[src/rtl/clipped_color_key_sprite_blit_defines.svh]
// ----------------------------------------------------------------------------
// Clipped color-key sprite blitter: assertion macros
// Shared property wrappers for the blitter's concurrent checks.
// ----------------------------------------------------------------------------
`ifndef CLIPPED_COLOR_KEY_SPRITE_BLIT_DEFINES_SVH
`define CLIPPED_COLOR_KEY_SPRITE_BLIT_DEFINES_SVH

// same-cycle implication, disabled while reset is held
`define CCKSB_ASSERT_NOW(label, clk, rst_n, ante, cons) \
  label: assert property (@(posedge clk) disable iff (!rst_n) (ante) |-> (cons)) \
    else $error("blitter check failed: same-cycle property");

// next-cycle implication, disabled while reset is held
`define CCKSB_ASSERT_NEXT(label, clk, rst_n, ante, cons) \
  label: assert property (@(posedge clk) disable iff (!rst_n) (ante) |=> (cons)) \
    else $error("blitter check failed: next-cycle property");

`endif

[src/rtl/ccksb_pkg.sv]
// ----------------------------------------------------------------------------
// Clipped color-key sprite blitter package
// Screen and sprite size constants, register index codes and size clamp.
// ----------------------------------------------------------------------------
package ccksb_pkg;

  // screen and sprite limits
  localparam int SCREEN_WIDTH    = 320;
  localparam int SCREEN_HEIGHT   = 240;
  localparam int MAX_SPRITE_SIZE = 1024;

  // field and register widths
  localparam int CFG_W   = 11;
  localparam int SIZE_W  = 11;
  localparam int CNT_W   = $clog2(MAX_SPRITE_SIZE);
  localparam int POS_W   = CFG_W + 1;
  localparam int COLOR_W = 8;
  localparam int DX_W    = 9;
  localparam int DY_W    = 8;
  localparam int IDX_W   = 3;

  // configuration register indexes
  typedef enum logic [IDX_W-1:0] {
    REG_SPRITE_X      = 3'd0,
    REG_SPRITE_Y      = 3'd1,
    REG_SPRITE_WIDTH  = 3'd2,
    REG_SPRITE_HEIGHT = 3'd3,
    REG_KEY_ENABLE    = 3'd4,
    REG_KEY_COLOR     = 3'd5
  } cfg_reg_t;

  // clamp a sprite dimension to 1 .. MAX_SPRITE_SIZE
  function automatic logic [SIZE_W-1:0] size_limit(input logic [SIZE_W-1:0] v);
    logic [SIZE_W-1:0] res;
    if (v == '0) begin
      res = SIZE_W'(1);
    end else if (v > SIZE_W'(MAX_SPRITE_SIZE)) begin
      res = SIZE_W'(MAX_SPRITE_SIZE);
    end else begin
      res = v;
    end
    return res;
  endfunction

endpackage

[src/rtl/clipped_color_key_sprite_blit.sv]
// ----------------------------------------------------------------------------
// Clipped color-key sprite blitter
// Places raster-order sprite pixels on a 320x240 screen, drops pixels that
// fall off screen or match the color key, and emits framebuffer writes.
// ----------------------------------------------------------------------------
//  channel   direction   handshake          payload
//  in        input       in_valid/in_stall  in_source_color
//  out       output      out_valid/out_stall out_dest_x, out_dest_y, out_dest_color
//  cfg       input       cfg_we             cfg_index, cfg_wdata
//
//  one pixel per clock while in_stall is low; each write passes through the
//  position register, then the result register
//  rst_n is synchronous: counters clear, registers return to their defaults
//  a stalled output holds its word; the position stage still takes one more
//  pixel, then in_stall rises until the output drains
//  a configuration write to a mapped index resets the column and row counters
// ----------------------------------------------------------------------------
`include "clipped_color_key_sprite_blit_defines.svh"

module clipped_color_key_sprite_blit (
  input  logic                          clk,
  input  logic                          rst_n,
  // configuration
  input  logic                          cfg_we,
  input  logic [ccksb_pkg::IDX_W-1:0]   cfg_index,
  input  logic [ccksb_pkg::CFG_W-1:0]   cfg_wdata,
  // source pixels
  input  logic                          in_valid,
  output logic                          in_stall,
  input  logic [ccksb_pkg::COLOR_W-1:0] in_source_color,
  // framebuffer writes
  output logic                          out_valid,
  input  logic                          out_stall,
  output logic [ccksb_pkg::DX_W-1:0]    out_dest_x,
  output logic [ccksb_pkg::DY_W-1:0]    out_dest_y,
  output logic [ccksb_pkg::COLOR_W-1:0] out_dest_color
);

  // configuration registers
  logic [ccksb_pkg::CFG_W-1:0]   sprite_x_r;
  logic [ccksb_pkg::CFG_W-1:0]   sprite_y_r;
  logic [ccksb_pkg::SIZE_W-1:0]  sprite_w_r;
  logic [ccksb_pkg::SIZE_W-1:0]  sprite_h_r;
  logic                          key_en_r;
  logic [ccksb_pkg::COLOR_W-1:0] key_color_r;
  logic                          cfg_hit;

  // sprite counters
  logic [ccksb_pkg::CNT_W-1:0]   col_r, col_nxt;
  logic [ccksb_pkg::CNT_W-1:0]   row_r, row_nxt;
  logic [ccksb_pkg::SIZE_W-1:0]  w_lim, h_lim;
  logic                          col_last, row_last;

  // position stage
  logic                          s1_valid_r;
  logic [ccksb_pkg::POS_W-1:0]   s1_px_r, s1_py_r;
  logic [ccksb_pkg::COLOR_W-1:0] s1_color_r;
  logic [ccksb_pkg::POS_W-1:0]   px_nxt, py_nxt;

  // result stage
  logic                          out_valid_r;
  logic [ccksb_pkg::DX_W-1:0]    out_x_r;
  logic [ccksb_pkg::DY_W-1:0]    out_y_r;
  logic [ccksb_pkg::COLOR_W-1:0] out_color_r;

  logic in_accept, s2_ready, s1_advance, on_screen, keyed;

  // handshake
  assign s2_ready   = !out_valid_r || !out_stall;
  assign s1_advance = s1_valid_r && s2_ready;
  assign in_stall   = s1_valid_r && !s2_ready;
  assign in_accept  = in_valid && !in_stall;

  // register decode
  always_comb begin
    unique case (cfg_index) inside
      ccksb_pkg::REG_SPRITE_X,
      ccksb_pkg::REG_SPRITE_Y,
      ccksb_pkg::REG_SPRITE_WIDTH,
      ccksb_pkg::REG_SPRITE_HEIGHT,
      ccksb_pkg::REG_KEY_ENABLE,
      ccksb_pkg::REG_KEY_COLOR: cfg_hit = cfg_we;
      default:                  cfg_hit = 1'b0;
    endcase
  end

  // configuration write
  always_ff @(posedge clk) begin
    if (!rst_n) begin
      sprite_x_r  <= '0;
      sprite_y_r  <= '0;
      sprite_w_r  <= ccksb_pkg::SIZE_W'(8);
      sprite_h_r  <= ccksb_pkg::SIZE_W'(8);
      key_en_r    <= 1'b0;
      key_color_r <= '0;
    end else if (cfg_we) begin
      unique case (cfg_index)
        ccksb_pkg::REG_SPRITE_X:      sprite_x_r  <= cfg_wdata;
        ccksb_pkg::REG_SPRITE_Y:      sprite_y_r  <= cfg_wdata;
        ccksb_pkg::REG_SPRITE_WIDTH:  sprite_w_r  <= cfg_wdata;
        ccksb_pkg::REG_SPRITE_HEIGHT: sprite_h_r  <= cfg_wdata;
        ccksb_pkg::REG_KEY_ENABLE:    key_en_r    <= cfg_wdata[0];
        ccksb_pkg::REG_KEY_COLOR:     key_color_r <= cfg_wdata[ccksb_pkg::COLOR_W-1:0];
        default: ;
      endcase
    end
  end

  // counter wrap at the clamped sprite size
  assign w_lim    = ccksb_pkg::size_limit(sprite_w_r);
  assign h_lim    = ccksb_pkg::size_limit(sprite_h_r);
  assign col_last = (ccksb_pkg::SIZE_W'(col_r) + ccksb_pkg::SIZE_W'(1)) >= w_lim;
  assign row_last = (ccksb_pkg::SIZE_W'(row_r) + ccksb_pkg::SIZE_W'(1)) >= h_lim;

  always_comb begin
    col_nxt = col_r;
    row_nxt = row_r;
    if (cfg_hit) begin
      col_nxt = '0;
      row_nxt = '0;
    end else if (in_accept) begin
      if (col_last) begin
        col_nxt = '0;
        row_nxt = row_last ? '0 : row_r + ccksb_pkg::CNT_W'(1);
      end else begin
        col_nxt = col_r + ccksb_pkg::CNT_W'(1);
      end
    end
  end

  always_ff @(posedge clk) begin
    if (!rst_n) begin
      col_r <= '0;
      row_r <= '0;
    end else begin
      col_r <= col_nxt;
      row_r <= row_nxt;
    end
  end

  // screen position: sign-extended origin plus offset
  assign px_nxt = {sprite_x_r[ccksb_pkg::CFG_W-1], sprite_x_r} + ccksb_pkg::POS_W'(col_r);
  assign py_nxt = {sprite_y_r[ccksb_pkg::CFG_W-1], sprite_y_r} + ccksb_pkg::POS_W'(row_r);

  always_ff @(posedge clk) begin
    if (!rst_n) begin
      s1_valid_r <= 1'b0;
    end else if (in_accept) begin
      s1_valid_r <= 1'b1;
    end else if (s1_advance) begin
      s1_valid_r <= 1'b0;
    end
  end

  always_ff @(posedge clk) begin
    if (in_accept) begin
      s1_px_r    <= px_nxt;
      s1_py_r    <= py_nxt;
      s1_color_r <= in_source_color;
    end
  end

  // clip and key test
  assign on_screen = !s1_px_r[ccksb_pkg::POS_W-1] && !s1_py_r[ccksb_pkg::POS_W-1]
                  && (s1_px_r < ccksb_pkg::POS_W'(ccksb_pkg::SCREEN_WIDTH))
                  && (s1_py_r < ccksb_pkg::POS_W'(ccksb_pkg::SCREEN_HEIGHT));
  assign keyed     = key_en_r && (s1_color_r == key_color_r);

  // result register
  always_ff @(posedge clk) begin
    if (!rst_n) begin
      out_valid_r <= 1'b0;
    end else if (s2_ready) begin
      out_valid_r <= s1_valid_r && on_screen && !keyed;
    end
  end

  always_ff @(posedge clk) begin
    if (s2_ready) begin
      out_x_r     <= s1_px_r[ccksb_pkg::DX_W-1:0];
      out_y_r     <= s1_py_r[ccksb_pkg::DY_W-1:0];
      out_color_r <= s1_color_r;
    end
  end

  assign out_valid      = out_valid_r;
  assign out_dest_x     = out_x_r;
  assign out_dest_y     = out_y_r;
  assign out_dest_color = out_color_r;

  // checks
  `CCKSB_ASSERT_NOW(a_col_in_range, clk, rst_n, 1'b1, ccksb_pkg::SIZE_W'(col_r) < w_lim)
  `CCKSB_ASSERT_NOW(a_row_in_range, clk, rst_n, 1'b1, ccksb_pkg::SIZE_W'(row_r) < h_lim)
  `CCKSB_ASSERT_NOW(a_out_on_screen, clk, rst_n, out_valid_r,
    (ccksb_pkg::POS_W'(out_x_r) < ccksb_pkg::POS_W'(ccksb_pkg::SCREEN_WIDTH)) &&
    (ccksb_pkg::POS_W'(out_y_r) < ccksb_pkg::POS_W'(ccksb_pkg::SCREEN_HEIGHT)))
  `CCKSB_ASSERT_NEXT(a_cfg_restarts, clk, rst_n, cfg_hit, (col_r == '0) && (row_r == '0))

endmodule

[config.mk]
export PLATFORM = sky130hd
export DESIGN_NAME = clipped_color_key_sprite_blit
export DESIGN_NICKNAME = d
export VERILOG_FILES = /design/src/rtl/ccksb_pkg.sv /design/src/rtl/clipped_color_key_sprite_blit.sv
export VERILOG_INCLUDE_DIRS = /design/src /design/src/rtl
export SDC_FILE = /design/constraint.sdc
export NUM_CORES = 1
export LEC_CHECK = 0
export BUFFER_PORTS_ARGS = -buffer_cell sky130_fd_sc_hd__buf_2
export CAP_MARGIN = 40
export CORE_ASPECT_RATIO = 1.5
export CORE_MARGIN = 2
export CORE_UTILIZATION = 45
export DETAILED_ROUTE_END_ITERATION = 8
export GPL_TIMING_DRIVEN = 1
export HOLD_SLACK_MARGIN = 0.06
export SLEW_MARGIN = 10
export SYNTH_ARGS = -nofsm -noshare
export SYNTH_HDL_FRONTEND = slang
export SYNTH_SLANG_ARGS = --single-unit
[constraint.sdc]
create_clock -name clk -period 4.5 [get_ports clk]
set_input_delay 0 -clock clk [delete_from_list [all_inputs] [get_ports clk]]
set_output_delay 0 -clock clk [all_outputs]
set_load 0.05 [all_outputs]
==> flow_summary.toml <==
[floorplanning]
core_um2 = 14100
initial_utilization_pct = 46.0
chipHeight_um = 151
die_w_um = 102
fp-row-count = 53
ios = 54
dieArea_um2 = 15400

[grt]
track_usage_pct = 20.1
globalRouteOverflowTotal = 0
grt_pass1_vias = 4857
grt_pass1_wl_mm = 23.5
grt_max_degree = 57
antenna_found_initial = 0

[critical_path]
cp_cell_sequence = "ha_1, nand3_2, nor2_1, xor2_1, ha_1, and3_1, and3_1, a21oi_1, a31o_2, nor2_2, a22o_1"
crit_fanout = 8
crit_family = "simple AND/OR/NAND/NOR gates"
cpPeakStageDelay_ns = 0.44
worst_ep_arrival_time_ns = 3.27
rrSetupSlack_ns = 1.55
crit_buf_inv = 0
worstSetupStartpointType = "register"
critPathCaptureType = "register"
required_ns = 4.81
setup.worst_path.class = "register to register"
crit_slowest_cell = "dfxtp_1"

[place]
place_area_um2 = 6920
gpl.final_weighted_congestion = 0.921
post-dp-hpwl_mm = 10.9
port_buffers = 53

[sta]
slew_violations = 0
worst_pin_slew_ns = 0.848
whs_ns = 0.0916
slew_headroom_pct = 43.5
setup_viol = 0
fmax_mhz = 339
timing.final.crit_share_pct = 65.6
fin_crit_ns = 2.95
fin_skew_ns = 0.00959
finalHoldViolCount = 0
tns_ns = 0
rsz0062_at_grt = "no"

[yosys]
synth_nets = 719
synth.most_common_cell = "nand2_1"
synth-edff-count = 57
synth_async_sr_flop_share_pct = 0
ys_seq_area_share_pct = 49.7
postSynthRegisterBits = 132
yosysTopAreaCellShare_pct = 26.5
synth_top_area_cell = "edfxtp_1"
synth_area_um2 = 6460
synth_cell_types = 57
avgSynthCellArea_um2 = 10.0
ys.flop_type = "dfxtp_1"
synthTopCellsByArea = "edfxtp_1, dfxtp_1, nand2_1"
ys_warn_count = 0
yosys-top-cells-count = "nand2_1, dfxtp_1, edfxtp_1"
syn_inst = 646

[min_path]
hp-class = "input port to register"

[power_and_ir_drop]
ir_worst_vdd_mv = 0.220
power_switching_uw = 680
leakagePower_nw = 3.10
p_int_mw = 2.26
p_per_area_nw_per_um2 = 379
combPwrFrac_pct = 7.0
power_mw = 2.94
seqPwrFrac_pct = 44.7
clkPwrFrac_pct = 48.3
switching_share_pct = 23.1

[detailed_routing]
top_layer = "met4"
wl_met3_um = 460
wl_met2_mm = 7.86
post_drt_wl_per_cell_um = 15.9
firstDrtPassIters = 6
wl_met1_mm = 6.05
routed_wirelength_mm = 14.8
drt-initial-drc-count = 234
num_vias = 4863
drc = 0
via_per_inst = 5.23
ant_nets = 0

[clock_tree]
cts.sinks = 132
cts_tree = "done"
cts_setup_buffers = 0
clk_latency_ns = 0.42
cts_root_buffer = "clkbuf_16"
h-tree-depth = 4
cts_resized = 0
holdBufCountCts = 21
cts_inserted_buffers = 17
clk_pin_slew_ns = 0.06
clk_path_buf_depth = 2

[cells_and_area]
layout.nets = 797
drive_gt1_share_pct = 14.5
diodes = 0
stdcell_area_um2 = 7750
syn_to_final_growth_pct = 19.9
post-route-util_pct = 55.1

[run_status]
status = "finished clean"

[job]
drv_cap = 0
==> stage by stage <==
step,worst slack [ns],instances
after detailed placement,1.55,876
after global placement,1.67,876
after floorplan,1.93,646
after global routing,1.32,929
final,1.55,929
after CTS,1.54,929
==> flip-flops by register name, summed over array words and instances (netlist names) <==
register	flops
key_en_r	1
out_dest_x	9
row_r	10
out_valid	1
s1_color_r	8
col_r	10
key_color_r	8
sprite_y_r	11
s1_px_r	12
out_dest_y	8
sprite_x_r	11
s1_valid_r	1
sprite_h_r	11
s1_py_r	12
sprite_w_r	11
out_dest_color	8
==> layout make-up <==
class	count	area, µm²
Sequential cell	132	3210
Timing Repair Buffer	78	505
Clock inverter	11	121
Clock buffer	21	493
Tap cell	192	240
Fill cell	1302	6310
Multi-Input combinational cell	477	3110
Inverter	18	67.6
==> worst register-to-register path: cells and delay by family, from the launching register on <==
family | cells | cell delay (ns)
flops | 1 | 0.44
simple gates | 5 | 0.89
compound gates | 3 | 0.80
fa+ha+maj | 2 | 0.53
xor+xnor | 1 | 0.20
==> placed cells by master (no fill, tap or decap), types with 8 or more instances in the layout <==
| cell type | count |
|---|---|
| nand2_1 | 148 |
| dfxtp_1 | 75 |
| edfxtp_1 | 57 |
| buf_2 | 53 |
| a21boi_0 | 51 |
| ha_1 | 44 |
| nor2_1 | 37 |
| xnor2_1 | 26 |
| dlygate4sd3_1 | 21 |
| xor2_1 | 20 |
| clkbuf_16 | 19 |
| a21oi_1 | 18 |
| nand3_1 | 16 |
| inv_1 | 15 |
| o21ai_0 | 12 |
| nor2b_1 | 11 |
| nor3_1 | 8 |
| nor4_1 | 8 |
==> power by group through the flow <==
| stage | Combinational (mW) | Clock (mW) | Sequential, mW |
|---|---|---|---|
| 3_5_place_dp | 0.192 | 0 | 1.34 |
| 4_1_cts | 0.207 | 1.44 | 1.31 |
| 5_1_grt | 0.223 | 1.49 | 1.32 |
| 3_3_place_gp | 0.188 | 0 | 1.34 |
| 6_report | 0.205 | 1.42 | 1.31 |
| 2_1_floorplan | 0.0857 | 0 | 1.38 |
==> cells by family after synthesis <==
family	count (synthesis)	synth area share [%]
muxes	3	0.465
and+or+nand+nor	258	18.1
buffers and inverters	37	2.19
AOI/OAI and AO/OA	124	14.1
xor gates and xnor gates	46	6.23
adders and majority gates	46	9.14
DFF	132	49.7
==> final timing paths <==
kind                          from                      end  cells after the start
max          col_r[0]$_SDFFE_PP0P_    row_r[2]$_SDFFE_PP0P_                     11
min                   cfg_index[0]    key_en_r$_SDFFE_PN0P_                      4
max reg2reg  col_r[0]$_SDFFE_PP0P_    row_r[2]$_SDFFE_PP0P_                     11
min reg2reg   s1_py_r[2]$_DFFE_PP_  out_dest_y[2]$_DFFE_PP_                      0
==> metal layers <==
layer,vias up,global-route usage [%]
met5,-,0
met4,0,9.33
li1,2417,-
met2,100,36.0
met3,23,3.83
met1,2323,22.8
No activity file was read; power rests on OpenSTA's default activity.
